[src/hdl/chunked_stop_and_wait_sender_unit_assert.svh]
// Assertion macros for the chunked stop-and-wait sender.
`ifndef CHUNKED_STOP_AND_WAIT_SENDER_UNIT_ASSERT_SVH
`define CHUNKED_STOP_AND_WAIT_SENDER_UNIT_ASSERT_SVH

// Check a condition in the same cycle as its trigger.
`define CSWSU_ASSERT_NOW(lbl, ante, cons, msg) \
  lbl: assert property (@(posedge clk) disable iff (!rst_n) (ante) |-> (cons)) \
    else $error(msg);

// Check a condition in the cycle after its trigger.
`define CSWSU_ASSERT_NEXT(lbl, ante, cons, msg) \
  lbl: assert property (@(posedge clk) disable iff (!rst_n) (ante) |=> (cons)) \
    else $error(msg);

`endif

[src/hdl/cswsu_pkg.sv]
package cswsu_pkg;

  // Transfer geometry
  localparam int CHUNK_BYTES = 200;
  localparam int SIZE_BITS   = 24;
  localparam int LEN_BITS    = 8;
  localparam int TICK_BITS   = 16;
  localparam int ATT_BITS    = 8;
  localparam int PEND_BITS   = 8;
  localparam int CFG_W       = 16;

  // Register reset values
  localparam logic [TICK_BITS-1:0] ACK_TIMEOUT_RST = TICK_BITS'(1000);
  localparam logic [ATT_BITS-1:0]  MAX_ATTEMPTS_RST = ATT_BITS'(3);

  // Request function codes
  typedef enum logic [1:0] {
    FUNC_START  = 2'd0,
    FUNC_TICK   = 2'd1,
    FUNC_ACK    = 2'd2,
    FUNC_REJECT = 2'd3
  } func_t;

  // Configuration register indexes
  typedef enum logic [0:0] {
    CFG_ACK_TIMEOUT  = 1'b0,
    CFG_MAX_ATTEMPTS = 1'b1
  } cfg_idx_t;

  // Chunk kinds
  localparam logic KIND_ENTIRE = 1'b0;
  localparam logic KIND_BODY   = 1'b1;

endpackage

[src/hdl/chunked_stop_and_wait_sender_unit.sv]
// Chunked stop-and-wait sender.
// Input channel (in_valid/in_ready): one request per item. func selects start
// (with in_transfer_size), tick, ack received or reject received.
// Output channel (out_valid/out_ready): exactly one result per request, telling
// whether a chunk must be sent now (offset, length, kind) and whether the
// transfer has finished and how.
// Configuration (cfg_we/cfg_index/cfg_wdata): ack timeout in ticks and the
// number of sends allowed per chunk; write only while the block is idle.
// The result of a request is valid in the cycle after it is accepted.
// Throughput: one request per cycle while results are taken; the whole
// transfer state update is one pass of logic from request to result register.
// The result register doubles as the skid stage: a new request is taken
// whenever the result register is empty or is being taken in the same cycle.
// When the receiver stalls, the result holds and in_ready drops until it goes.
// Reset (rst_n low, synchronous) returns to idle, clears all counters and
// restores the timeout to 1000 ticks and the attempt limit to 3.
`include "chunked_stop_and_wait_sender_unit_assert.svh"

module chunked_stop_and_wait_sender_unit (
  input  logic                            clk,
  input  logic                            rst_n,
  input  logic                            in_valid,
  output logic                            in_ready,
  input  logic [1:0]                      in_func,
  input  logic [cswsu_pkg::SIZE_BITS-1:0] in_transfer_size,
  output logic                            out_valid,
  input  logic                            out_ready,
  output logic                            out_send_now,
  output logic [cswsu_pkg::SIZE_BITS-1:0] out_chunk_offset,
  output logic [cswsu_pkg::LEN_BITS-1:0]  out_chunk_length,
  output logic                            out_chunk_kind,
  output logic                            out_finished,
  output logic                            out_succeeded,
  input  logic                            cfg_we,
  input  logic [0:0]                      cfg_index,
  input  logic [cswsu_pkg::CFG_W-1:0]     cfg_wdata
);

  localparam int SB = cswsu_pkg::SIZE_BITS;
  localparam int LB = cswsu_pkg::LEN_BITS;
  localparam int TB = cswsu_pkg::TICK_BITS;
  localparam int AB = cswsu_pkg::ATT_BITS;
  localparam int PB = cswsu_pkg::PEND_BITS;
  localparam logic [SB-1:0] CHUNK_SZ = SB'(cswsu_pkg::CHUNK_BYTES);

  // Configuration registers
  logic [TB-1:0] timeout_r;
  logic [AB-1:0] max_att_r;

  // Transfer state
  logic          waiting_r, waiting_nxt;
  logic [SB-1:0] total_r, total_nxt;
  logic [SB-1:0] offset_r, offset_nxt;
  logic [LB-1:0] length_r, length_nxt;
  logic          first_r, first_nxt;
  logic [AB-1:0] sends_r, sends_nxt;
  logic [TB-1:0] wait_r, wait_nxt;
  logic [PB-1:0] acks_r, acks_nxt;
  logic [PB-1:0] rejs_r, rejs_nxt;

  // Result register
  logic          out_valid_r;
  logic          send_r, send_nxt;
  logic [SB-1:0] res_off_r, res_off_nxt;
  logic [LB-1:0] res_len_r, res_len_nxt;
  logic          kind_r, kind_nxt;
  logic          fin_r, fin_nxt;
  logic          ok_r, ok_nxt;

  logic in_acc;

  // Chunk arithmetic helpers
  logic [SB-1:0] start_len;
  logic [SB-1:0] ack_off;
  logic [SB-1:0] ack_rem;
  logic [SB-1:0] ack_len;
  logic [TB-1:0] wait_inc;

  assign in_ready = !out_valid_r || out_ready;
  assign in_acc   = in_valid && in_ready;

  assign start_len = (in_transfer_size < CHUNK_SZ) ? in_transfer_size : CHUNK_SZ;
  assign ack_off   = offset_r + SB'(length_r);
  assign ack_rem   = total_r - ack_off;
  assign ack_len   = (ack_rem < CHUNK_SZ) ? ack_rem : CHUNK_SZ;
  assign wait_inc  = (wait_r != '1) ? wait_r + TB'(1) : wait_r;

  // Compute next transfer state and the result for the current request
  always_comb begin
    waiting_nxt = waiting_r;
    total_nxt   = total_r;
    offset_nxt  = offset_r;
    length_nxt  = length_r;
    first_nxt   = first_r;
    sends_nxt   = sends_r;
    wait_nxt    = wait_r;
    acks_nxt    = acks_r;
    rejs_nxt    = rejs_r;
    send_nxt    = 1'b0;
    res_off_nxt = '0;
    res_len_nxt = '0;
    kind_nxt    = 1'b0;
    fin_nxt     = 1'b0;
    ok_nxt      = 1'b0;
    case (cswsu_pkg::func_t'(in_func))
      cswsu_pkg::FUNC_START: begin
        total_nxt  = in_transfer_size;
        offset_nxt = '0;
        first_nxt  = 1'b1;
        wait_nxt   = '0;
        if (in_transfer_size == '0) begin
          length_nxt  = '0;
          sends_nxt   = '0;
          waiting_nxt = 1'b0;
          fin_nxt     = 1'b1;
          ok_nxt      = 1'b1;
        end else begin
          length_nxt  = start_len[LB-1:0];
          sends_nxt   = AB'(1);
          waiting_nxt = 1'b1;
          send_nxt    = 1'b1;
          res_len_nxt = start_len[LB-1:0];
          kind_nxt    = cswsu_pkg::KIND_ENTIRE;
        end
      end
      cswsu_pkg::FUNC_ACK: begin
        if (acks_r != '1) acks_nxt = acks_r + PB'(1);
      end
      cswsu_pkg::FUNC_REJECT: begin
        if (rejs_r != '1) rejs_nxt = rejs_r + PB'(1);
      end
      cswsu_pkg::FUNC_TICK: begin
        if (waiting_r) begin
          if (acks_r != '0) begin
            // Take the ack: advance to the next chunk or finish
            acks_nxt   = acks_r - PB'(1);
            offset_nxt = ack_off;
            first_nxt  = 1'b0;
            if (ack_off >= total_r) begin
              waiting_nxt = 1'b0;
              fin_nxt     = 1'b1;
              ok_nxt      = 1'b1;
            end else begin
              length_nxt  = ack_len[LB-1:0];
              sends_nxt   = AB'(1);
              wait_nxt    = '0;
              send_nxt    = 1'b1;
              res_off_nxt = ack_off;
              res_len_nxt = ack_len[LB-1:0];
              kind_nxt    = cswsu_pkg::KIND_BODY;
            end
          end else if (rejs_r != '0) begin
            // Abort on reject
            rejs_nxt    = rejs_r - PB'(1);
            waiting_nxt = 1'b0;
            fin_nxt     = 1'b1;
          end else begin
            // Count the wait; resend or give up at the timeout
            wait_nxt = wait_inc;
            if (wait_inc >= timeout_r) begin
              if (sends_r >= max_att_r) begin
                waiting_nxt = 1'b0;
                fin_nxt     = 1'b1;
              end else begin
                sends_nxt   = sends_r + AB'(1);
                wait_nxt    = '0;
                send_nxt    = 1'b1;
                res_off_nxt = offset_r;
                res_len_nxt = length_r;
                kind_nxt    = first_r ? cswsu_pkg::KIND_ENTIRE : cswsu_pkg::KIND_BODY;
              end
            end
          end
        end
      end
      default: begin
        waiting_nxt = waiting_r;
      end
    endcase
  end

  // Configuration writes
  always_ff @(posedge clk) begin
    if (!rst_n) begin
      timeout_r <= cswsu_pkg::ACK_TIMEOUT_RST;
      max_att_r <= cswsu_pkg::MAX_ATTEMPTS_RST;
    end else if (cfg_we) begin
      case (cswsu_pkg::cfg_idx_t'(cfg_index))
        cswsu_pkg::CFG_ACK_TIMEOUT:  timeout_r <= cfg_wdata[TB-1:0];
        cswsu_pkg::CFG_MAX_ATTEMPTS: max_att_r <= cfg_wdata[AB-1:0];
        default: ;
      endcase
    end
  end

  // Advance transfer state on each accepted request
  always_ff @(posedge clk) begin
    if (!rst_n) begin
      waiting_r <= 1'b0;
      total_r   <= '0;
      offset_r  <= '0;
      length_r  <= '0;
      first_r   <= 1'b0;
      sends_r   <= '0;
      wait_r    <= '0;
      acks_r    <= '0;
      rejs_r    <= '0;
    end else if (in_acc) begin
      waiting_r <= waiting_nxt;
      total_r   <= total_nxt;
      offset_r  <= offset_nxt;
      length_r  <= length_nxt;
      first_r   <= first_nxt;
      sends_r   <= sends_nxt;
      wait_r    <= wait_nxt;
      acks_r    <= acks_nxt;
      rejs_r    <= rejs_nxt;
    end
  end

  // Hold the result until taken
  always_ff @(posedge clk) begin
    if (!rst_n) begin
      out_valid_r <= 1'b0;
    end else if (in_acc) begin
      out_valid_r <= 1'b1;
    end else if (out_ready) begin
      out_valid_r <= 1'b0;
    end
  end

  always_ff @(posedge clk) begin
    if (in_acc) begin
      send_r    <= send_nxt;
      res_off_r <= res_off_nxt;
      res_len_r <= res_len_nxt;
      kind_r    <= kind_nxt;
      fin_r     <= fin_nxt;
      ok_r      <= ok_nxt;
    end
  end

  assign out_valid        = out_valid_r;
  assign out_send_now     = send_r;
  assign out_chunk_offset = res_off_r;
  assign out_chunk_length = res_len_r;
  assign out_chunk_kind   = kind_r;
  assign out_finished     = fin_r;
  assign out_succeeded    = ok_r;

  // Checks
  `CSWSU_ASSERT_NOW(a_send_xor_end, out_valid_r, !(send_r && fin_r), "send and finish together")
  `CSWSU_ASSERT_NOW(a_wait_len, waiting_r, (length_r != '0) && (offset_r < total_r), "bad chunk while waiting")
  `CSWSU_ASSERT_NEXT(a_zero_start, in_acc && (in_func == cswsu_pkg::FUNC_START) && (in_transfer_size == '0), out_valid_r && fin_r && ok_r && !send_r, "zero-size start did not succeed")

endmodule
[config.mk]
export PLATFORM = sky130hd
export DESIGN_NAME = chunked_stop_and_wait_sender_unit
export DESIGN_NICKNAME = d
export VERILOG_FILES = /design/src/hdl/cswsu_pkg.sv /design/src/hdl/chunked_stop_and_wait_sender_unit.sv
export VERILOG_INCLUDE_DIRS = /design/src /design/src/hdl
export SDC_FILE = /design/constraint.sdc
export NUM_CORES = 1
export LEC_CHECK = 0
export BUFFER_PORTS_ARGS = -buffer_cell sky130_fd_sc_hd__buf_2
export CAP_MARGIN = 40
export CORE_AREA = 2 2 162 164
export DETAILED_ROUTE_END_ITERATION = 8
export DIE_AREA = 0 0 164 166
export PLACE_DENSITY = 0.62
export SYNTH_ARGS = -nofsm -noshare
export SYNTH_HDL_FRONTEND = slang
export SYNTH_SLANG_ARGS = --single-unit
[constraint.sdc]
create_clock -name clk -period 10.2 [get_ports clk]
set_input_delay 1.53 -clock clk [delete_from_list [all_inputs] [get_ports clk]]
set_output_delay 1.53 -clock clk [all_outputs]
set_load 0.02 [all_outputs]
Word level (Yosys, flattened, before mapping)
Index checks and enable logic that the tools add are counted.
Storage, ports and cells
  register bits: 159
  bits of input ports: 48
  output and inout port bits: 38
  word-level logic and storage cells: 152
Cells by class
  $add $sub $neg: 8
  order comparisons: 5
  equality and inequality tests: 17
  muxes and demuxes: 81
  bitwise logic cells: 1
  reductions and logical operators: 22
Operator list (number)
  8-bit two-way mux: 25
  24-bit two-way mux: 7
  16-bit two-way mux: 7
  8-bit case mux with 2 select lines: 5
  24-bit by 8-bit less-than comparator with 1-bit output (second input constant): 2
  24-bit case mux with 2 select lines: 1
  16-bit case mux with 2 select lines: 1
  1-bit two-way mux: 30
  24-bit by 8-bit adder with 24-bit output: 1
  8-bit by 1-bit adder with 8-bit output (second input constant): 3
  24-bit greater-or-equal comparator: 1
  24-bit logical NOT: 1
  24-bit subtractor: 1
  16-bit by 1-bit adder with 16-bit output (second input constant): 1
  16-bit greater-or-equal comparator: 1
  16-bit inequality test (second input constant): 1
  8-bit inequality test (second input constant): 2
  8-bit nonzero test: 2
  8-bit by 1-bit subtractor with 8-bit output (second input constant): 2
  5-bit AND reduction: 3
  2-bit inequality test (second input constant): 7
  3-bit inequality test (second input constant): 4
  1-bit case mux with 2 select lines: 5
  2-bit AND reduction: 5
  other kinds (12): 16

Logic depth before layout (Yosys ltp)
  depth in word-level cells: 8
  gate-level depth with buffers: 24
  gate-level depth less buffers: 20

Least setup slack after synthesis
OpenSTA, ideal clock, no wires.
  kind: register to register
  start: register offset_r[0]
  end: register length_r[6]
  library setup time: 117 ps
  data arrival time: 5369 ps
  required time: 10083 ps
  slack: 4714 ps
  stages on the path, launching flop included: 23
  buffers on the path: 2
  clock period less this slack: 5486 ps
  cells stage by stage: dfxtp_1 ha_1 fa_1 a21o_1 a21oi_1 nor2b_1 o21a_1 o41a_1 and2_1 clkbuf_1 and3_1 xnor2_1 ha_1 buf_6 a21o_1 a211oi_4 o21ai_2 and4b_1 or4_4 a221oi_2 nand4_2 or4_1 a32o_1
Between the ends
  longest elaborated chain between the ends: 8
  elaborated cells on any way between the ends: 11
  those cells by class: 2 x add/sub; 2 x order compare; 1 x eq/ne; 5 x mux; 1 x reduce/logical
Ends and longest elaborated chain
  from (decl): line chunked_stop_and_wait_sender_unit.sv:53  | logic [SB-1:0] offset_r, offset_nxt;
  from (signal assigned): line chunked_stop_and_wait_sender_unit.sv:211  | offset_r <= offset_nxt;
  24-bit by 8-bit adder with 24-bit output *: line chunked_stop_and_wait_sender_unit.sv:83  | assign ack_off = offset_r + SB'(length_r);
  24-bit subtractor: line chunked_stop_and_wait_sender_unit.sv:84  | assign ack_rem = total_r - ack_off;
  24-bit by 8-bit less-than comparator with 1-bit output: line chunked_stop_and_wait_sender_unit.sv:85  | assign ack_len = (ack_rem < CHUNK_SZ) ? ack_rem : CHUNK_SZ;
  8-bit two-way mux: line chunked_stop_and_wait_sender_unit.sv:85
  8-bit two-way mux: line chunked_stop_and_wait_sender_unit.sv:139  | if (ack_off >= total_r) begin
  8-bit two-way mux: line chunked_stop_and_wait_sender_unit.sv:134  | if (acks_r != '0) begin
  8-bit two-way mux: line chunked_stop_and_wait_sender_unit.sv:133  | if (waiting_r) begin
  8-bit case mux with 2 select lines: line chunked_stop_and_wait_sender_unit.sv:105  | case (cswsu_pkg::func_t'(in_func))
  to (signal assigned): line chunked_stop_and_wait_sender_unit.sv:212  | length_r <= length_nxt;
  to (decl): line chunked_stop_and_wait_sender_unit.sv:54  | logic [LB-1:0] length_r, length_nxt;
Mark *: on every way between the ends. The rest lies on a longest branch, timed or not. The select of a mux whose other input is x is not followed.
A chain may end at the register's enable or synchronous reset.

Final worst setup path
  start: register offset_r[0]
  end: register wait_r[1]
Between the ends
  longest elaborated chain between the ends: 4
Ends and longest elaborated chain
  24-bit by 8-bit adder with 24-bit output: line chunked_stop_and_wait_sender_unit.sv:83
  24-bit greater-or-equal comparator: line chunked_stop_and_wait_sender_unit.sv:139
  3-bit inequality test (no line)
  5-bit AND reduction (no line)
  to (signal assigned): line chunked_stop_and_wait_sender_unit.sv:215  | wait_r <= wait_nxt;
  to (decl): line chunked_stop_and_wait_sender_unit.sv:57  | logic [TB-1:0] wait_r, wait_nxt;
No other way between the ends.

==> metrics.csv <==
stage,metric,value,unit
min_path,hold_path.class,reg2reg,
detailed_routing,dr_total_vias,9175,
floorplanning,pin_count,86,
cts,cts_tree,done,
cells_and_area,drive_above_1_share,0.1138,
setup_path,required,10520,ps
timing,fin_crit_sh,0.6039,
timing,tns,0,ps
timing,skew,14.69,ps
global_route,grt_pass1_wl,45670,µm
global_route,grt_pass1_vias,8629,
place,gp_congestion,0.9016,
yosys,yosys_register_bits,159,
yosys,synth-async-reset-ratio,0,
yosys,synth_cells,1228,
detailed_routing,drc,0,
cells_and_area,multi_input_area,6058,µm²
floorplanning,core,25620,µm²
setup_path,end_kind,flop,
timing,final_hold_viol_count,0,
cts,clock_path_buffers,2,
cells_and_area,nNetsFinal,1409,
status,status,finished clean,
detailed_routing,via_per_inst,5.612,
timing,slew_headroom,0.4430,
yosys,ys_types,70,
cts,cts_sinks,159,
cells_and_area,area_growth,14.19,%
detailed_routing,wl_per_cell,17.36,µm
run,max_cap_violations,0,
cts,cts_buffers,17,
detailed_routing,ant_nets,0,
cts,post_cts_resized,0,
cells_and_area,num_antenna_cells,0,
setup_path,critical_path_class,reg2reg,
floorplanning,die_area,27220,µm²
timing,setup_viol,0,
timing,rsz0062_at_grt,no,
floorplanning,die_y,166,µm
yosys,post-synth-top-count-cell,nand2_1,
global_route,grt_max_degree,76,
global_route,antenna_found_initial,0,
cts,htree_levels,4,
yosys,synth-edff-count,36,
power_and_ir_drop,p_per_area,141.3,nW/µm²
timing,period_minus_slack,6160,ps
yosys,synth-warning-count,0,
place,io_buffers,85,
cts,post-cts-setup-buffer-count,0,
cts,cts.root.buffer_cell,clkbuf_16,
global_route,grt-ovfl-total,0,
yosys,ys_top_cells_by_count,"nand2_1 (178), dfxtp_1 (123), nor2_1 (114)",
setup_path,cp-start-kind,flop,
timing,max_freq,162.3,MHz
setup_path,cp.arrival,6480,ps
detailed_routing,first_iter_violations,592,
timing,slew_viol_final,0,
yosys,syn_nets,1350,
floorplanning,die_w,164,µm
detailed_routing,first_pass_iters,7,
cts,path_clk_slew,70,ps
power_and_ir_drop,total_power,1.615,mW
power_and_ir_drop,leakage,4.600,nW
yosys,synthTopCellsByArea,"dfxtp_1 (25%), edfxtp_1 (11%), ha_1 (8.8%), nand2_1 (6.7%), a21oi_1 (5.7%)",
floorplanning,fp-row-count,59,
cts,clkLatencyLatePin,450,ps
yosys,yosysTopAreaCell,dfxtp_1,
floorplanning,initial_utilization,0.3907,
detailed_routing,routed_wl,28380,µm
cts,cts_hold_buf,0,
global_route,grt_usage,0.2109,
timing,worstMarginPinSlew,829.9,ps
cells_and_area,seqCellArea,3543,µm²
power_and_ir_drop,ir_drop,0.1090,mV
yosys,syn_avg_cell_area,8.150,µm²
yosys,synth_area,10010,µm²
cells_and_area,fill_cells,2491,
yosys,ys_seq_area_frac,0.3540,
yosys,synth_ff_type,dfxtp_1,
setup_path,crit_fanout,16,
yosys,synth.top_cell.area_share,0.2460,
place,hpwl,21010,µm
-- sequential cells by signal (all words and copies together), names as in the netlist --
name              count
first_r               1
max_att_r             8
out_succeeded         1
sends_r               8
out_chunk_kind        1
out_valid             1
offset_r             24
waiting_r             1
out_send_now          1
rejs_r                8
out_chunk_length      8
total_r              24
acks_r                8
wait_r               16
out_chunk_offset     24
length_r              8
out_finished          1
timeout_r            16
-- cell type report --
class | count | area share
multi-input combinational | 957 | 0.5301
sequential | 159 | 0.3100
timing repair buffer | 100 | 0.05255
clock buffer | 18 | 0.03941
tap | 335 | 0.03668
inverter | 52 | 0.01708
clock inverter | 14 | 0.01412
-- per-stage QoR --
step	util	cell area (µm²)	hold slack [ps]	setup slack, ps	instances
after floorplan	-	10010	436.3	4714	1228
after global placement	0.4184	10720	443.2	3758	1598
after detailed placement	0.4223	10820	447.0	4066	1603
after CTS	0.4461	11430	457.8	4050	1635
after global routing	0.4461	11430	474.3	3395	1635
final	0.4461	11430	454.0	4040	1635
-- worst paths after layout --
check	from	to	slack, ps	cells past startpoint
max reg2reg	offset_r[0]$_SDFFE_PN0P_	wait_r[1]$_SDFFE_PN0P_	4040	20
max	offset_r[0]$_SDFFE_PN0P_	wait_r[1]$_SDFFE_PN0P_	4040	20
min reg2reg	timeout_r[11]$_SDFFE_PN0P_	timeout_r[11]$_SDFFE_PN0P_	450	2
min	timeout_r[11]$_SDFFE_PN0P_	timeout_r[11]$_SDFFE_PN0P_	450	2
-- worst max-delay path, cell delays in order (launching register included) --
cell,delay (ps)
dfxtp_1,330
ha_1,230
fa_1,400
a21o_1,170
a21oi_1,210
nor2b_1,70
o21a_1,190
o41a_1,440
and2_1,350
and4_1,310
xnor2_1,130
ha_1,440
nand4_1,190
nor3_1,280
o21ai_0,160
o211ai_1,130
nand3_1,490
a21oi_2,700
nand2_1,210
nand2_1,470
nor2_1,100
-- cell families after synthesis --
group | share of synthesized area
AO/OA/AOI/OAI | 0.2027
XOR/XNOR | 0.06651
adder cells (fa/ha/maj) | 0.09551
buffers and inverters | 0.04313
flip-flops | 0.3540
multiplexers | 0.01813
AND/OR/NAND/NOR | 0.2200
-- metal layers --
layer / share of wire / GRT usage / routed length [µm]
met4: 0.015 / 0.05606 / 420
met1: 0.45 / 0.2835 / 12740
met2: 0.48 / 0.3487 / 13600
met5: 0 / 0 / 0
met3: 0.057 / 0.03671 / 1620
-- power breakdown --
group | total (mW) | switching [mW] | leakage (nW) | internal, mW
Clock | 0.664 | 0.318 | 0.298 | 0.346
Sequential | 0.674 | 0.0122 | 1.36 | 0.662
Combinational | 0.277 | 0.179 | 2.94 | 0.0982
Total | 1.61 | 0.509 | 4.60 | 1.11
-- layout by cell type, fill, tap and decap left out, types with 17 or more instances in the layout --
cell / netlist / layout
a21oi_1: 113 / 112
a22oi_1: 26 / 26
and3_1: 18 / 18
buf_2: 3 / 85
clkbuf_16: 0 / 18
dfxtp_1: 123 / 123
edfxtp_1: 36 / 36
ha_1: 70 / 70
inv_1: 52 / 51
mux2i_1: 17 / 17
nand2_1: 178 / 178
nand3_1: 38 / 38
nand4_1: 20 / 20
nor2_1: 114 / 112
nor3_1: 27 / 25
o21ai_0: 47 / 47
xnor2_1: 46 / 46
xor2_1: 30 / 30
Note: power is estimated with default switching activity, not from simulation.
